[src/rtl/dlcc_pkg.sv]
// Shared types, codes and constants of the door lock command controller.
// No dependencies.
package dlcc_pkg;

    localparam int TIMER_W = 16;
    localparam logic [32:0] TIMER_MAX = (33'd1 << TIMER_W) - 33'd1;
    localparam logic [TIMER_W-1:0] TIMER_ONE = TIMER_W'(1);
    localparam logic [TIMER_W-1:0] TIMER_ZERO = '0;

    // Item kinds, same encoding as func
    localparam logic [1:0] KIND_BYTE  = 2'd0;
    localparam logic [1:0] KIND_PRESS = 2'd1;
    localparam logic [1:0] KIND_TICK  = 2'd2;
    localparam logic [1:0] KIND_NONE  = 2'd3;

    // Command characters
    localparam logic [7:0] CH_HASH  = 8'h23;
    localparam logic [7:0] CH_STAR  = 8'h2A;
    localparam logic [7:0] CH_ZERO  = 8'h30;
    localparam logic [7:0] CH_ONE   = 8'h31;
    localparam logic [7:0] CH_EIGHT = 8'h38;
    localparam logic [7:0] CH_CEE   = 8'h43;

    // Character classes kept in the command window
    localparam logic [2:0] CC_OTHER = 3'd0;
    localparam logic [2:0] CC_HASH  = 3'd1;
    localparam logic [2:0] CC_STAR  = 3'd2;
    localparam logic [2:0] CC_ZERO  = 3'd3;
    localparam logic [2:0] CC_CEE   = 3'd4;
    localparam logic [2:0] CC_ONE   = 3'd5;
    localparam logic [2:0] CC_EIGHT = 3'd6;

    // Result events
    localparam logic [3:0] EV_NONE       = 4'd0;
    localparam logic [3:0] EV_ARMED      = 4'd1;
    localparam logic [3:0] EV_CMD_OPEN   = 4'd2;
    localparam logic [3:0] EV_CMD_CLOSE  = 4'd3;
    localparam logic [3:0] EV_STATUS     = 4'd4;
    localparam logic [3:0] EV_RESET      = 4'd5;
    localparam logic [3:0] EV_INVALID    = 4'd6;
    localparam logic [3:0] EV_LOCK_START = 4'd7;
    localparam logic [3:0] EV_LOCK_END   = 4'd8;
    localparam logic [3:0] EV_BTN_CLOSE  = 4'd9;
    localparam logic [3:0] EV_BTN_OPEN   = 4'd10;
    localparam logic [3:0] EV_HELD_OPEN  = 4'd11;
    localparam logic [3:0] EV_AUTO_CLOSE = 4'd12;

    // Register indexes
    localparam logic [2:0] REG_OPEN_TIME    = 3'd0;
    localparam logic [2:0] REG_PRESS_WINDOW = 3'd1;
    localparam logic [2:0] REG_DEBOUNCE     = 3'd2;
    localparam logic [2:0] REG_LOCKOUT      = 3'd3;
    localparam logic [2:0] REG_MAX_MISTAKES = 3'd4;

    // Register reset values
    localparam logic [15:0] RST_OPEN_TIME    = 16'd5000;
    localparam logic [15:0] RST_PRESS_WINDOW = 16'd500;
    localparam logic [15:0] RST_DEBOUNCE     = 16'd200;
    localparam logic [15:0] RST_LOCKOUT      = 16'd10000;
    localparam logic [3:0]  RST_MAX_MISTAKES = 4'd5;

    localparam logic [3:0] MISTAKE_SAT = 4'd15;
    localparam logic [1:0] PRESS_SAT   = 2'd3;
    localparam logic [1:0] FILL_FULL   = 2'd3;

    typedef struct packed {
        logic [1:0] kind;
        logic [2:0] code;
    } item_t;

    typedef struct packed {
        logic [3:0] event_res;
        logic       door_open;
        logic       door_held;
        logic       armed;
        logic [3:0] tries_left;
        logic       locked_out;
    } res_t;

    typedef struct packed {
        logic        valid;
        logic [2:0]  index;
        logic [15:0] data;
    } cfg_wr_t;

    function automatic logic [TIMER_W-1:0] load_timer(input logic [15:0] v);
        logic [32:0] wide;
        wide = {17'd0, v};
        if (wide > TIMER_MAX)
            return '1;
        return wide[TIMER_W-1:0];
    endfunction

endpackage

[src/rtl/dlcc_front.sv]
// Front end: takes input words, classifies kind and character, queues them.
// Depends on dlcc_pkg.
module dlcc_front (
    input  logic           clk,
    input  logic           rst_n,
    input  logic           push,
    output logic           full,
    input  logic [1:0]     func,
    input  logic [7:0]     data_byte,
    output logic           item_valid,
    output dlcc_pkg::item_t item,
    input  logic           item_take
);

    dlcc_pkg::item_t cls;
    dlcc_pkg::item_t q_mem [2];
    logic            rd_ptr_reg, rd_ptr_next;
    logic            wr_ptr_reg, wr_ptr_next;
    logic [1:0]      cnt_reg, cnt_next;
    logic            do_push, do_pop;

    always_comb
    begin
        cls.kind = func;
        unique case (data_byte)
            dlcc_pkg::CH_HASH:  cls.code = dlcc_pkg::CC_HASH;
            dlcc_pkg::CH_STAR:  cls.code = dlcc_pkg::CC_STAR;
            dlcc_pkg::CH_ZERO:  cls.code = dlcc_pkg::CC_ZERO;
            dlcc_pkg::CH_CEE:   cls.code = dlcc_pkg::CC_CEE;
            dlcc_pkg::CH_ONE:   cls.code = dlcc_pkg::CC_ONE;
            dlcc_pkg::CH_EIGHT: cls.code = dlcc_pkg::CC_EIGHT;
            default:            cls.code = dlcc_pkg::CC_OTHER;
        endcase
    end

    assign full       = (cnt_reg == 2'd2);
    assign item_valid = (cnt_reg != 2'd0);
    assign item       = q_mem[rd_ptr_reg];
    assign do_push    = push && !full;
    assign do_pop     = item_take && item_valid;

    always_comb
    begin
        rd_ptr_next = do_pop ? ~rd_ptr_reg : rd_ptr_reg;
        wr_ptr_next = do_push ? ~wr_ptr_reg : wr_ptr_reg;
        cnt_next    = cnt_reg + {1'b0, do_push} - {1'b0, do_pop};
    end

    always_ff @(posedge clk or negedge rst_n)
    begin
        if (!rst_n)
        begin
            rd_ptr_reg <= 1'b0;
            wr_ptr_reg <= 1'b0;
            cnt_reg    <= 2'd0;
        end
        else
        begin
            rd_ptr_reg <= rd_ptr_next;
            wr_ptr_reg <= wr_ptr_next;
            cnt_reg    <= cnt_next;
        end
    end

    always_ff @(posedge clk)
    begin
        if (do_push)
            q_mem[wr_ptr_reg] <= cls;
    end

endmodule

[src/rtl/dlcc_back.sv]
// Back end: runs queued items against the lock state and queues results.
// Holds the configuration registers. Depends on dlcc_pkg.
module dlcc_back (
    input  logic             clk,
    input  logic             rst_n,
    input  dlcc_pkg::cfg_wr_t cfg,
    input  logic             item_valid,
    input  dlcc_pkg::item_t  item,
    output logic             item_take,
    output logic             empty,
    input  logic             pop,
    output dlcc_pkg::res_t   res
);

    localparam int TW = dlcc_pkg::TIMER_W;

    // configuration
    logic [15:0] open_time_reg, press_window_reg, debounce_reg, lockout_reg;
    logic [3:0]  max_mist_reg;

    // lock state
    logic [2:0]    win_reg [3];
    logic [2:0]    win_next [3];
    logic [1:0]    fill_reg, fill_next;
    logic          armed_reg, armed_next;
    logic [3:0]    mist_reg, mist_next;
    logic          door_reg, door_next;
    logic          held_reg, held_next;
    logic [TW-1:0] otim_reg, otim_next;
    logic          timing_reg, timing_next;
    logic [1:0]    pc_reg, pc_next;
    logic [TW-1:0] ptim_reg, ptim_next;
    logic [TW-1:0] deb_reg, deb_next;
    logic [TW-1:0] ltim_reg, ltim_next;
    logic          lock_reg, lock_next;
    logic [3:0]    ev;
    logic          lock_end, auto_close, classify;
    logic [1:0]    fill_inc;

    // result queue
    dlcc_pkg::res_t r_mem [2];
    dlcc_pkg::res_t r_new;
    logic           rd_ptr_reg, wr_ptr_reg;
    logic [1:0]     cnt_reg;
    logic           exec, do_pop;

    assign exec      = item_valid && (cnt_reg != 2'd2);
    assign item_take = exec;
    assign empty     = (cnt_reg == 2'd0);
    assign do_pop    = pop && !empty;
    assign res       = r_mem[rd_ptr_reg];

    always_ff @(posedge clk or negedge rst_n)
    begin
        if (!rst_n)
        begin
            open_time_reg    <= dlcc_pkg::RST_OPEN_TIME;
            press_window_reg <= dlcc_pkg::RST_PRESS_WINDOW;
            debounce_reg     <= dlcc_pkg::RST_DEBOUNCE;
            lockout_reg      <= dlcc_pkg::RST_LOCKOUT;
            max_mist_reg     <= dlcc_pkg::RST_MAX_MISTAKES;
        end
        else if (cfg.valid)
        begin
            unique case (cfg.index)
                dlcc_pkg::REG_OPEN_TIME:    open_time_reg    <= cfg.data;
                dlcc_pkg::REG_PRESS_WINDOW: press_window_reg <= cfg.data;
                dlcc_pkg::REG_DEBOUNCE:     debounce_reg     <= cfg.data;
                dlcc_pkg::REG_LOCKOUT:      lockout_reg      <= cfg.data;
                dlcc_pkg::REG_MAX_MISTAKES: max_mist_reg     <= cfg.data[3:0];
                default:                    ;
            endcase
        end
    end

    always_comb
    begin
        win_next    = win_reg;
        fill_next   = fill_reg;
        armed_next  = armed_reg;
        mist_next   = mist_reg;
        door_next   = door_reg;
        held_next   = held_reg;
        otim_next   = otim_reg;
        timing_next = timing_reg;
        pc_next     = pc_reg;
        ptim_next   = ptim_reg;
        deb_next    = deb_reg;
        ltim_next   = ltim_reg;
        lock_next   = lock_reg;
        ev          = dlcc_pkg::EV_NONE;
        lock_end    = 1'b0;
        auto_close  = 1'b0;
        classify    = 1'b0;
        fill_inc    = (fill_reg == dlcc_pkg::FILL_FULL) ? fill_reg : fill_reg + 2'd1;

        unique case (item.kind)
            dlcc_pkg::KIND_BYTE:
            begin
                if (!lock_reg)
                begin
                    // shifted window is win_reg[1], win_reg[2], item.code
                    priority if (win_reg[1] == dlcc_pkg::CC_HASH
                                 && win_reg[2] == dlcc_pkg::CC_STAR
                                 && item.code == dlcc_pkg::CC_HASH)
                    begin
                        armed_next = 1'b1;
                        ev         = dlcc_pkg::EV_ARMED;
                    end
                    else if (!armed_reg || win_reg[1] != dlcc_pkg::CC_HASH
                             || item.code != dlcc_pkg::CC_HASH
                             || !(win_reg[2] == dlcc_pkg::CC_ZERO
                                  || win_reg[2] == dlcc_pkg::CC_CEE
                                  || win_reg[2] == dlcc_pkg::CC_EIGHT
                                  || win_reg[2] == dlcc_pkg::CC_ONE))
                    begin
                        // no command: slide, or count a mistake on a full window
                        ev = dlcc_pkg::EV_NONE;
                    end
                    else if (win_reg[2] == dlcc_pkg::CC_ZERO)
                    begin
                        door_next   = 1'b1;
                        held_next   = 1'b0;
                        otim_next   = dlcc_pkg::load_timer(open_time_reg);
                        timing_next = 1'b1;
                        ev          = dlcc_pkg::EV_CMD_OPEN;
                    end
                    else if (win_reg[2] == dlcc_pkg::CC_ONE)
                    begin
                        ev = dlcc_pkg::EV_STATUS;
                    end
                    else
                    begin
                        door_next   = 1'b0;
                        held_next   = 1'b0;
                        timing_next = 1'b0;
                        otim_next   = dlcc_pkg::TIMER_ZERO;
                        ev = (win_reg[2] == dlcc_pkg::CC_CEE) ? dlcc_pkg::EV_CMD_CLOSE
                                                               : dlcc_pkg::EV_RESET;
                    end

                    if (ev != dlcc_pkg::EV_NONE)
                    begin
                        win_next[0] = dlcc_pkg::CC_OTHER;
                        win_next[1] = dlcc_pkg::CC_OTHER;
                        win_next[2] = dlcc_pkg::CC_OTHER;
                        fill_next   = 2'd0;
                        mist_next   = 4'd0;
                    end
                    else if (!armed_reg || fill_inc != dlcc_pkg::FILL_FULL)
                    begin
                        win_next[0] = win_reg[1];
                        win_next[1] = win_reg[2];
                        win_next[2] = item.code;
                        fill_next   = fill_inc;
                    end
                    else
                    begin
                        win_next[0] = dlcc_pkg::CC_OTHER;
                        win_next[1] = dlcc_pkg::CC_OTHER;
                        win_next[2] = dlcc_pkg::CC_OTHER;
                        fill_next   = 2'd0;
                        if (mist_reg != dlcc_pkg::MISTAKE_SAT)
                            mist_next = mist_reg + 4'd1;
                        if (mist_next >= max_mist_reg)
                        begin
                            lock_next = 1'b1;
                            ltim_next = dlcc_pkg::load_timer(lockout_reg);
                            ev        = dlcc_pkg::EV_LOCK_START;
                        end
                        else
                        begin
                            ev = dlcc_pkg::EV_INVALID;
                        end
                    end
                end
            end
            dlcc_pkg::KIND_PRESS:
            begin
                if (deb_reg == dlcc_pkg::TIMER_ZERO)
                begin
                    deb_next  = dlcc_pkg::load_timer(debounce_reg);
                    pc_next   = (pc_reg == dlcc_pkg::PRESS_SAT) ? pc_reg : pc_reg + 2'd1;
                    ptim_next = dlcc_pkg::load_timer(press_window_reg);
                end
            end
            dlcc_pkg::KIND_TICK:
            begin
                if (deb_reg != dlcc_pkg::TIMER_ZERO)
                    deb_next = deb_reg - dlcc_pkg::TIMER_ONE;
                if (lock_reg)
                begin
                    if (ltim_reg != dlcc_pkg::TIMER_ZERO)
                        ltim_next = ltim_reg - dlcc_pkg::TIMER_ONE;
                    if (ltim_next == dlcc_pkg::TIMER_ZERO)
                    begin
                        lock_next = 1'b0;
                        mist_next = 4'd0;
                        lock_end  = 1'b1;
                    end
                end
                if (timing_reg && !held_reg)
                begin
                    if (otim_reg != dlcc_pkg::TIMER_ZERO)
                        otim_next = otim_reg - dlcc_pkg::TIMER_ONE;
                    if (otim_next == dlcc_pkg::TIMER_ZERO)
                    begin
                        door_next   = 1'b0;
                        timing_next = 1'b0;
                        auto_close  = 1'b1;
                    end
                end
                if (pc_reg != 2'd0)
                begin
                    if (ptim_reg != dlcc_pkg::TIMER_ZERO)
                        ptim_next = ptim_reg - dlcc_pkg::TIMER_ONE;
                    if (ptim_next == dlcc_pkg::TIMER_ZERO)
                    begin
                        classify = 1'b1;
                        pc_next  = 2'd0;
                        priority if (pc_reg != 2'd1)
                        begin
                            door_next   = 1'b1;
                            held_next   = 1'b1;
                            timing_next = 1'b0;
                            otim_next   = dlcc_pkg::TIMER_ZERO;
                            ev          = dlcc_pkg::EV_HELD_OPEN;
                        end
                        else if (held_reg)
                        begin
                            door_next   = 1'b0;
                            held_next   = 1'b0;
                            timing_next = 1'b0;
                            otim_next   = dlcc_pkg::TIMER_ZERO;
                            ev          = dlcc_pkg::EV_BTN_CLOSE;
                        end
                        else
                        begin
                            door_next   = 1'b1;
                            otim_next   = dlcc_pkg::load_timer(open_time_reg);
                            timing_next = 1'b1;
                            ev          = dlcc_pkg::EV_BTN_OPEN;
                        end
                    end
                end
                // button classification outranks auto-close, then lockout end
                if (!classify)
                begin
                    priority if (auto_close)
                        ev = dlcc_pkg::EV_AUTO_CLOSE;
                    else if (lock_end)
                        ev = dlcc_pkg::EV_LOCK_END;
                    else
                        ev = dlcc_pkg::EV_NONE;
                end
            end
            default:
            begin
                ev = dlcc_pkg::EV_NONE;
            end
        endcase

        r_new.event_res  = ev;
        r_new.door_open  = door_next;
        r_new.door_held  = held_next;
        r_new.armed      = armed_next;
        r_new.tries_left = (max_mist_reg > mist_next) ? max_mist_reg - mist_next : 4'd0;
        r_new.locked_out = lock_next;
    end

    always_ff @(posedge clk or negedge rst_n)
    begin
        if (!rst_n)
        begin
            win_reg[0] <= dlcc_pkg::CC_OTHER;
            win_reg[1] <= dlcc_pkg::CC_OTHER;
            win_reg[2] <= dlcc_pkg::CC_OTHER;
            fill_reg   <= 2'd0;
            armed_reg  <= 1'b0;
            mist_reg   <= 4'd0;
            door_reg   <= 1'b0;
            held_reg   <= 1'b0;
            otim_reg   <= dlcc_pkg::TIMER_ZERO;
            timing_reg <= 1'b0;
            pc_reg     <= 2'd0;
            ptim_reg   <= dlcc_pkg::TIMER_ZERO;
            deb_reg    <= dlcc_pkg::TIMER_ZERO;
            ltim_reg   <= dlcc_pkg::TIMER_ZERO;
            lock_reg   <= 1'b0;
        end
        else if (exec)
        begin
            win_reg    <= win_next;
            fill_reg   <= fill_next;
            armed_reg  <= armed_next;
            mist_reg   <= mist_next;
            door_reg   <= door_next;
            held_reg   <= held_next;
            otim_reg   <= otim_next;
            timing_reg <= timing_next;
            pc_reg     <= pc_next;
            ptim_reg   <= ptim_next;
            deb_reg    <= deb_next;
            ltim_reg   <= ltim_next;
            lock_reg   <= lock_next;
        end
    end

    always_ff @(posedge clk or negedge rst_n)
    begin
        if (!rst_n)
        begin
            rd_ptr_reg <= 1'b0;
            wr_ptr_reg <= 1'b0;
            cnt_reg    <= 2'd0;
        end
        else
        begin
            if (do_pop)
                rd_ptr_reg <= ~rd_ptr_reg;
            if (exec)
                wr_ptr_reg <= ~wr_ptr_reg;
            cnt_reg <= cnt_reg + {1'b0, exec} - {1'b0, do_pop};
        end
    end

    always_ff @(posedge clk)
    begin
        if (exec)
            r_mem[wr_ptr_reg] <= r_new;
    end

endmodule

[src/rtl/door_lock_command_controller.sv]
// Top level of the door lock command controller: front queue plus back end.
// Depends on dlcc_pkg, dlcc_front, dlcc_back.
//
//  channel   handshake              word
//  input     push / full            func, data_byte
//  result    empty / pop            event_res, door_open, door_held, armed,
//                                   tries_left, locked_out
//  config    cfg_valid / cfg_ready  cfg_index, cfg_data
//
// One word per cycle sustained while results are popped: a word is
// classified on entry, waits in a two-entry queue, and the back end updates
// the lock state and registers its result; results sit in a two-entry
// queue. A stalled result side fills both queues before full rises.
// Reset clears all lock state and loads the register defaults; cfg_ready is
// always high.
module door_lock_command_controller (
    input  logic        clk,
    input  logic        rst_n,
    input  logic        push,
    output logic        full,
    input  logic [1:0]  func,
    input  logic [7:0]  data_byte,
    output logic        empty,
    input  logic        pop,
    output logic [3:0]  event_res,
    output logic        door_open,
    output logic        door_held,
    output logic        armed,
    output logic [3:0]  tries_left,
    output logic        locked_out,
    input  logic        cfg_valid,
    output logic        cfg_ready,
    input  logic [2:0]  cfg_index,
    input  logic [15:0] cfg_data
);

    dlcc_pkg::item_t   item;
    dlcc_pkg::res_t    res;
    dlcc_pkg::cfg_wr_t cfg;
    logic              item_valid;
    logic              item_take;

    assign cfg_ready = 1'b1;
    assign cfg.valid = cfg_valid;
    assign cfg.index = cfg_index;
    assign cfg.data  = cfg_data;

    dlcc_front u_front (
        .clk        (clk),
        .rst_n      (rst_n),
        .push       (push),
        .full       (full),
        .func       (func),
        .data_byte  (data_byte),
        .item_valid (item_valid),
        .item       (item),
        .item_take  (item_take)
    );

    dlcc_back u_back (
        .clk        (clk),
        .rst_n      (rst_n),
        .cfg        (cfg),
        .item_valid (item_valid),
        .item       (item),
        .item_take  (item_take),
        .empty      (empty),
        .pop        (pop),
        .res        (res)
    );

    assign event_res  = res.event_res;
    assign door_open  = res.door_open;
    assign door_held  = res.door_held;
    assign armed      = res.armed;
    assign tries_left = res.tries_left;
    assign locked_out = res.locked_out;

endmodule

[config.mk]
export PLATFORM = sky130hd
export DESIGN_NAME = door_lock_command_controller
export DESIGN_NICKNAME = d
export VERILOG_FILES = /design/src/rtl/dlcc_pkg.sv /design/src/rtl/dlcc_front.sv /design/src/rtl/dlcc_back.sv /design/src/rtl/door_lock_command_controller.sv
export SDC_FILE = /design/constraint.sdc
export NUM_CORES = 1
export LEC_CHECK = 0
export ABC_CLOCK_PERIOD_IN_PS = 10450
export BUFFER_PORTS_ARGS = -buffer_cell sky130_fd_sc_hd__buf_2
export CAP_MARGIN = 40
export CORE_MARGIN = 2
export CORE_UTILIZATION = 60
export DETAILED_ROUTE_END_ITERATION = 10
export GPL_TIMING_DRIVEN = 0
export HOLD_SLACK_MARGIN = 0.05
export PLACE_DENSITY = 0.78
export SYNTH_ARGS = -nofsm -noshare
export SYNTH_HDL_FRONTEND = slang
export SYNTH_SLANG_ARGS = --single-unit
[constraint.sdc]
create_clock -name clk -period 10.45 [get_ports clk]
set_input_delay 1.045 -clock clk [delete_from_list [all_inputs] [get_ports clk]]
set_output_delay 1.045 -clock clk [all_outputs]
set_load 0.01 [all_outputs]
== Yosys cells after proc, flatten, opt, wreduce, memory -nomap -nowiden ==
Memories as Yosys holds them, arrays and structs flattened.
Cells that the tools add are included.
Cells by class
  add/subtract/negate cells: 12
  order comparisons: 2
  equality and inequality tests: 41
  mux-type cells: 129
  bitwise logic cells: 5
  reduce and logical (&&, ||, !) cells: 46
Operator list (number)
  2-to-1 mux 16 bit: 28
  one-hot mux 16 bit (2 select lines): 4
  2-to-1 mux 4 bit: 26
  zero test 16 bit: 4
  nonzero test 16 bit: 4
  subtractor 16 x 1 -> 16 bit, second input constant: 4
  2-to-1 mux 1 bit: 52
  == test 8 x 6 -> 1 bit, second input constant: 5
  one-hot mux 3 bit (6 select lines): 1
  2-to-1 mux 2 bit: 8
  != test 2 bit, second input constant: 8
  one-hot mux 4 bit (2 select lines): 2
  != test 2 x 1 -> 1 bit, second input constant: 7
  == test 3 x 2 -> 1 bit, second input constant: 4
  == test 3 bit, second input constant: 4
  2-to-1 mux 6 bit: 2
  AND reduction 6 bit: 2
  AND reduction 2 bit: 5
  == test 3 x 1 -> 1 bit, second input constant: 3
  == test 2 bit, second input constant: 4
  == test 8 x 7 -> 1 bit, second input constant: 1
  one-hot mux 1 bit (2 select lines): 4
  AND reduction 4 bit: 2
  nonzero test 2 bit: 4
  other kinds (22): 47
Storage, ports and cells
  bits in registers: 159
  bits in writable memories: 34
  input port bits: 34
  output and inout bits: 15
  word-level logic and storage cells: 262
  memories kept: 2
Memory list
  u_back.r_mem: words 2, width 12, read ports 1, clocked after memory_dff 0, write ports 1, line dlcc_back.sv:41  | dlcc_pkg::res_t r_mem [2];
  u_front.q_mem: words 2, width 5, read ports 1, clocked after memory_dff 0, write ports 1, line dlcc_front.sv:16  | dlcc_pkg::item_t q_mem [2];

== Depth between registers and ports, before layout ==
Gate-level depths: netlist (run 1).
  depth in word-level cells: 20
  mapped depth: 18

== Cells and area by module ==
From an unflattened synthesis (run 1), not the netlist that was laid out.
Unflattened totals
  cell total of the unflattened synthesis: 1082
  area, all modules: 10910.5 um2
Modules (own cells, without submodules)
  dlcc_back: times used 1, cells an instance 1031, area each 10236.1 um2, seq. area each 4625.7 um2
  dlcc_front: times used 1, cells an instance 49, area each 663.1 um2, seq. area each 400.4 um2
  door_lock_command_controller: times used 1, cells an instance 2, area each 11.3 um2, seq. area each 0.0 um2

== Least setup slack after synthesis (run 1) ==
Ideal clock, no wire load.
  kind: register to register
  start point: reg u_back.ltim_reg[7]
  end point: mem u_back.r_mem[0][3] in the netlist's numbering, data pin
  arrival time: 3.852 ns
  path slack: 6.450 ns
  cell stages (with the launch flop): 17
  cell sequence: dfrtp_1 buf_2 or4_4 or4_1 nor2_1 xor2_1 nor4b_2 and4_4 o21a_1 mux2i_1 ha_1 fa_1 inv_1 a21o_1 a21oi_1 a41o_1 nor2_1
RTL lines
  start: declaration: line dlcc_back.sv:34  | logic [TW-1:0] ltim_reg, ltim_next;
  start signal: assignment: line dlcc_back.sv:288  | ltim_reg <= dlcc_pkg::TIMER_ZERO;
  start signal: assignment: line dlcc_back.sv:304  | ltim_reg <= ltim_next;
  end: declaration: line dlcc_back.sv:41

==> impl_metrics.env, run 1 <==
export IMPL_critPathKind="flop to flop"
export IMPL_grt_overflow_total=0
export IMPL_synth_seq_area_share=0.455
export IMPL_synthesis_nets=1176
export IMPL_top_register="u_back.r_mem"
export IMPL_critical_path_max_stage_delay_ns=0.56
export IMPL_core_area_mm2=0.0180
export IMPL_postLayoutCellArea_mm2=0.0122
export IMPL_min_to="u_back.ltim_reg[1]"
export IMPL_path_clk_slew_ns=0.07
export IMPL_synth_edf_count=34
export IMPL_total_power_mw=3.45
export IMPL_cts_tree="built"
export IMPL_ys_seq_elements=193
export IMPL_utilization=0.677
export IMPL_cts_hold_buf=0
export IMPL_syn_cell_area_mm2=0.0110
export IMPL_dp_slack_ns=5.81
export IMPL_slowest_stage="nor3b_1"
export IMPL_clock_sinks=193
export IMPL_placementRows=49
export IMPL_fp_dieH_um=140
export IMPL_wl_per_cell_um=20.0
export IMPL_syn_inst=1117
export IMPL_diodes=0
export IMPL_min_period_ns=4.67
export IMPL_fp_dieW_um=140
export IMPL_timing_hold_ws_ns=0.489
export IMPL_worstSkewPairLatency_ns=0.44
export IMPL_r2r_slack_ns=5.78
export IMPL_ir_drop_uv=185
export IMPL_drc=0
export IMPL_final_nets=1247
export IMPL_ys_async_sr_fraction=0.824
export IMPL_grt_antenna_before_repair=0
export IMPL_whs_path_depth=1
export IMPL_fin_cells=1430
export IMPL_cts_buffer_depth=2
export IMPL_fin_ws_ns=5.78
export IMPL_status="complete, no violations"
export IMPL_die_area_mm2=0.0195
export IMPL_setup_tns_ns=0
export IMPL_synth_warning_count=0
export IMPL_slew_headroom=0.358
export IMPL_numCtsBuffers=17
export IMPL_cp_arrival_ns=4.95
export IMPL_drive_gt1_frac=0.188
export IMPL_start_util=0.613
export IMPL_tightest_slew_ns=0.956
export IMPL_grt_max_degree=110
export IMPL_setup_violations=0
export IMPL_cap_viol_max_count=0
export IMPL_numPortBuffers=47
export IMPL_ios=49
export IMPL_grt_total_usage=0.298
export IMPL_gp_congestion=0.952
export IMPL_crit_family="simple AND/OR/NAND/NOR gates"
export IMPL_worst_path_buf_inv=2
export IMPL_drt_wl_total_mm=28.6
export IMPL_synthFlopType="dfrtp_1"
export IMPL_grt_use_met3=0.0668
export IMPL_dp_cells=1397
export IMPL_use_met2=0.471
export IMPL_rsz0062_at_grt="false"
export IMPL_cp_end_kind="flop"
export IMPL_grt_pass1_wl_mm=46.2
export IMPL_p_per_area_mw_per_mm2=283
export IMPL_critPathLaunchType="flop"
export IMPL_layout_common_cells="dfrtp_1, nand2_1, nor2_1"
export IMPL_fmax_mhz=214
export IMPL_grt_busiest_layer="met2"
export IMPL_slew_viol_final=0
export IMPL_ys_types=84
export IMPL_crit_path_max_fanout=7
export IMPL_via_per_inst=6.44
export IMPL_leakagePower_nw=5.17
export IMPL_fin_skew_ns=0.0139
export IMPL_hold_violations=0
export IMPL_use_met1=0.414
export IMPL_postCtsSetupBuffers=0
export IMPL_vias=9212
export IMPL_largest_reg_flops=24
export IMPL_grt_pass1_vias=8952
export IMPL_r2r_cells=17
export IMPL_required_ns=10.73
export IMPL_ant_nets=0
export IMPL_clockRootBuffer="clkbuf_16"
export IMPL_min_from="u_back.lockout_reg[1]"
export IMPL_hold_path_class="flop to flop"
export IMPL_drt_pass1_iterations=7
export IMPL_layout_commonest_cell="dfrtp_1"
export IMPL_reg2reg_from="u_back.ltim_reg[0]"
export IMPL_syn_area_per_cell_um2=9.89
export IMPL_path_cells="inv_1 > ha_1 > nor3b_1 > nand4_1 > mux2_2 > nor4_1 > nor4b_2 > and4_4 > o21a_1 > mux2i_1 > ha_1 > fa_1 > inv_1 > a21o_1 > a21oi_1 > a41o_1 > nor2_1"
export IMPL_postCtsResizedCells=0
export IMPL_htreeDepth=4
export IMPL_hpwl_mm=20.1
export IMPL_place_area_mm2=0.0116
export IMPL_first_iter_violations=934
export IMPL_regToRegEndpoint="u_back.r_mem[0][3]"
export IMPL_syn2layout_area_growth_pct=10.5
export IMPL_min_period_over_period=0.447
==> Yosys cell counts (10+ instances only) <==
| library cell | instances | share of area |
|---|---|---|
| mux2_2 | 80 | 0.082 |
| nand2b_1 | 15 | 0.0085 |
| ha_1 | 24 | 0.027 |
| clkbuf_1 | 46 | 0.016 |
| inv_1 | 42 | 0.014 |
| nor4_1 | 20 | 0.011 |
| mux2i_1 | 20 | 0.018 |
| a21oi_1 | 73 | 0.033 |
| nand3_1 | 43 | 0.019 |
| nor2_1 | 86 | 0.029 |
| a22o_1 | 14 | 0.011 |
| nand4_1 | 14 | 0.0079 |
| nand2_1 | 88 | 0.030 |
| dfstp_2 | 21 | 0.050 |
| nor3_1 | 24 | 0.011 |
| o22ai_1 | 25 | 0.014 |
| a221o_1 | 10 | 0.0091 |
| xor2_1 | 12 | 0.0095 |
| edfxtp_1 | 34 | 0.092 |
| nor2b_1 | 14 | 0.0079 |
| o21ai_0 | 60 | 0.027 |
| dfrtp_1 | 138 | 0.31 |
| xnor2_1 | 15 | 0.012 |
==> routing by layer <==
layer / part of all wire / wire [um]
met1: 0.43 / 12300
met3: 0.080 / 2290
met4: 0.022 / 623
met2: 0.47 / 13400
met5: 0 / 0
==> power breakdown <==
part,switching (mW),internal (mW)
Sequential,0.200,1.04
Combinational,0.953,0.606
Clock,0.309,0.338
Total,1.46,1.99
==> worst register-to-register path, cell delays in order (launching register included) <==
cell	delay (ns)
dfrtp_1	0.46
inv_1	0.11
ha_1	0.21
nor3b_1	0.56
nand4_1	0.20
mux2_2	0.34
nor4_1	0.27
nor4b_2	0.38
and4_4	0.34
o21a_1	0.14
mux2i_1	0.09
ha_1	0.25
fa_1	0.48
inv_1	0.08
a21o_1	0.11
a21oi_1	0.08
a41o_1	0.24
nor2_1	0.16
==> logic make-up (layout without fill, tap and decap cells) <==
family / count (synthesis) / after routing / synth area share
adders and majority gates: 25 / 25 / 0.0290
xor gates and xnor gates: 27 / 27 / 0.0214
muxes: 100 / 100 / 0.0997
other: 1 / 1 / 0.000340
AOI/OAI and AO/OA: 278 / 278 / 0.167
and+or+nand+nor: 384 / 384 / 0.186
DFF: 193 / 193 / 0.455
buffers and inverters: 109 / 193 / 0.0416
==> worst max path at each step <==
stage / to / from / cells after the start / slack, ns
final: u_back.r_mem[0][3] / u_back.ltim_reg[0] / 17 / 5.78
after floorplan: u_back.r_mem[0][3] / u_back.ltim_reg[7] / 16 / 6.45
after CTS: u_back.r_mem[0][4] / u_front.rd_ptr_reg / 15 / 5.77
after global placement: u_back.otim_reg[15] / rst_n / 1 / 5.92
after detailed placement: u_back.r_mem[1][4] / u_front.rd_ptr_reg / 15 / 5.81
after global routing: u_back.r_mem[0][3] / u_front.rd_ptr_reg / 17 / 5.45
==> cell type report <==
| cell class | count | area, um^2 |
|---|---|---|
| plain buffers | 66 | 298 |
| flip-flops and latches | 193 | 5030 |
| inverters | 43 | 161 |
| clock inverters | 14 | 145 |
| well taps | 229 | 287 |
| multi-input cells | 815 | 5560 |
| clock buffers | 18 | 429 |
| repair buffers | 52 | 298 |
| fillers | 1452 | 5820 |
Power figures use the tool's default switching activity.
==> run 2, diff against run 1 <==
--- a/config.mk
+++ b/config.mk
@@ -5,7 +5,7 @@
 export SDC_FILE = /design/constraint.sdc
 export NUM_CORES = 1
 export LEC_CHECK = 0
-export ABC_CLOCK_PERIOD_IN_PS = 10450
+export ABC_CLOCK_PERIOD_IN_PS = 4600
 export BUFFER_PORTS_ARGS = -buffer_cell sky130_fd_sc_hd__buf_2
 export CAP_MARGIN = 40
 export CORE_MARGIN = 2
==> constraint.sdc (replaced) <==
create_clock -name clk -period 4.6 [get_ports clk]
set_input_delay 0.46 -clock clk [delete_from_list [all_inputs] [get_ports clk]]
set_output_delay 0.46 -clock clk [all_outputs]
set_load 0.01 [all_outputs]
==> run 2 against run 1 <==
Global-route usage about the same; sequential power increased by 130%; clock power is 130% higher; sequential share of layout area shrank 0.23 points; via count up 0.45%; register-to-register slack worse by 5.7 ns; critical path depth decreased by 1; fmax is 3.8% higher; clock skew down 0.0051 ns; power grew 130%; routed wire length up 0.63%; hold slack worse by 0.28 ns.
==> impl_metrics.env, run 2 (synthesized netlist as in run 1, its figures left out) <==
export IMPL_worstSkewPairLatency_ns=0.44
export IMPL_grt_max_degree=110
export IMPL_drc=0
export IMPL_cp_end_kind="flop"
export IMPL_htreeDepth=4
export IMPL_regToRegEndpoint="u_back.r_mem[0][3]"
export IMPL_fp_dieH_um=140
export IMPL_cap_viol_max_count=0
export IMPL_via_per_inst=6.45
export IMPL_first_iter_violations=883
export IMPL_core_area_mm2=0.0180
export IMPL_nFillCells=1448
export IMPL_tightest_slew_ns=0.974
export IMPL_setup_violations=0
export IMPL_top_register="u_back.r_mem"
export IMPL_cp_arrival_ns=4.77
export IMPL_ios=49
export IMPL_p_per_area_mw_per_mm2=643
export IMPL_die_area_mm2=0.0195
export IMPL_fin_ws_ns=0.104
export IMPL_leakagePower_nw=5.20
export IMPL_cts_tree="built"
export IMPL_vias=9253
export IMPL_drt_wl_total_mm=28.8
export IMPL_hold_path_class="input port to flop"
export IMPL_grt_antenna_before_repair=0
export IMPL_layout_common_cells="dfrtp_1, nand2_1, nor2_1"
export IMPL_min_period_ns=4.50
export IMPL_postLayoutCellArea_mm2=0.0123
export IMPL_crit_path_max_fanout=9
export IMPL_hold_violations=0
export IMPL_grt_overflow_total=0
export IMPL_start_util=0.613
export IMPL_fp_dieW_um=140
export IMPL_required_ns=4.88
export IMPL_ir_drop_uv=420
export IMPL_critPathLaunchType="flop"
export IMPL_clock_sinks=193
export IMPL_r2r_slack_ns=0.10
export IMPL_gp_congestion=0.952
export IMPL_slew_viol_final=0
export IMPL_cts_buffer_depth=2
export IMPL_timing_hold_ws_ns=0.212
export IMPL_dp_slack_ns=-0.0407
export IMPL_min_to="u_front.q_mem[1][4]"
export IMPL_reg2reg_from="u_back.ltim_reg[7]"
export IMPL_drive_gt1_frac=0.194
export IMPL_min_period_over_period=0.977
export IMPL_drt_pass1_iterations=5
export IMPL_status="complete, no violations"
export IMPL_layout_commonest_cell="dfrtp_1"
export IMPL_place_area_mm2=0.0116
export IMPL_fin_skew_ns=0.00877
export IMPL_clockRootBuffer="clkbuf_16"
export IMPL_hpwl_mm=20.1
export IMPL_min_from="func[1]"
export IMPL_grt_pass1_wl_mm=46.3
export IMPL_fmax_mhz=222
export IMPL_critPathKind="flop to flop"
export IMPL_ant_nets=0
export IMPL_wl_per_cell_um=20.1
export IMPL_numPortBuffers=47
export IMPL_grt_total_usage=0.298
export IMPL_placementRows=49
export IMPL_largest_reg_flops=24
export IMPL_numCtsBuffers=17
export IMPL_whs_path_depth=1
export IMPL_grt_pass1_vias=8953
export IMPL_syn2layout_area_growth_pct=11.1
export IMPL_final_nets=1250
export IMPL_rsz0062_at_grt="true"
export IMPL_path_clk_slew_ns=0.07
export IMPL_slew_headroom=0.346
export IMPL_r2r_cells=16
run 2: stage by stage:
stage,setup TNS (ns),utilization,std cells,total power [mW]
floorplan,0,-,1117,5.30
global placement,0,0.642,1393,6.16
detailed placement,-0.203,0.645,1397,6.31
CTS,0,0.678,1430,7.81
global route,-0.401,0.681,1433,8.40
finish,0,0.681,1434,7.89
run 2: critical path, cell delays in order (launching register included):
cell     delay (ns)
dfrtp_1        0.36
buf_2          0.17
or4_4          0.59
or4_1          0.61
nor2_2         0.18
xor2_1         0.12
nor4b_4        0.36
and4_4         0.31
o21a_1         0.14
mux2i_1        0.09
ha_1           0.25
fa_1           0.48
inv_1          0.08
a21o_1         0.11
a21oi_1        0.08
a41o_1         0.24
nor2_1         0.17
run 2: power breakdown:
group	internal (mW)	switching (mW)
sequential	2.37	0.458
combinational	1.41	2.18
clock	0.768	0.706
run 2: layout make-up:
cell class,count,area (um^2),area share
diodes,1,2.50,0.000204
plain buffers,66,298,0.0243
clock buffers,18,429,0.0350
clock inverters,14,145,0.0118
inverters,43,161,0.0132
multi-input cells,815,5600,0.456
flip-flops and latches,193,5030,0.410
well taps,229,287,0.0233
repair buffers,55,323,0.0263
run 2: worst max path at each step:
stage | from | to | slack, ns | cells after the start
2_1_floorplan | u_back.ltim_reg[7] | u_back.r_mem[0][3] | 0.60 | 16
3_3_place_gp | u_front.rd_ptr_reg | u_back.r_mem[1][4] | 0.10 | 15
3_5_place_dp | u_front.rd_ptr_reg | u_back.r_mem[1][4] | -0.04 | 15
4_1_cts | u_back.ltim_reg[7] | u_back.r_mem[0][4] | 0.05 | 16
5_1_grt | u_back.ltim_reg[7] | u_back.r_mem[0][4] | -0.07 | 16
6_report | u_back.ltim_reg[7] | u_back.r_mem[0][3] | 0.10 | 16
run 2: timing repair:
item                       4_1_cts  5_1_grt
hold endpoints to repair        47        0
hold buffers                     1        0
gates cloned                     0        0
setup buffers                    0        2
setup endpoints to repair        6        8
resized for setup                2        6
pin swaps                        0        3
run 2: per-layer routing:
metal  track usage  vias to the layer above  part of all wire
li1              -                     4294                 -
met1         0.415                     4523              0.43
met2         0.471                      372              0.47
met3        0.0668                       64             0.076
met4        0.0942                        0             0.023
met5             0                        -                 0
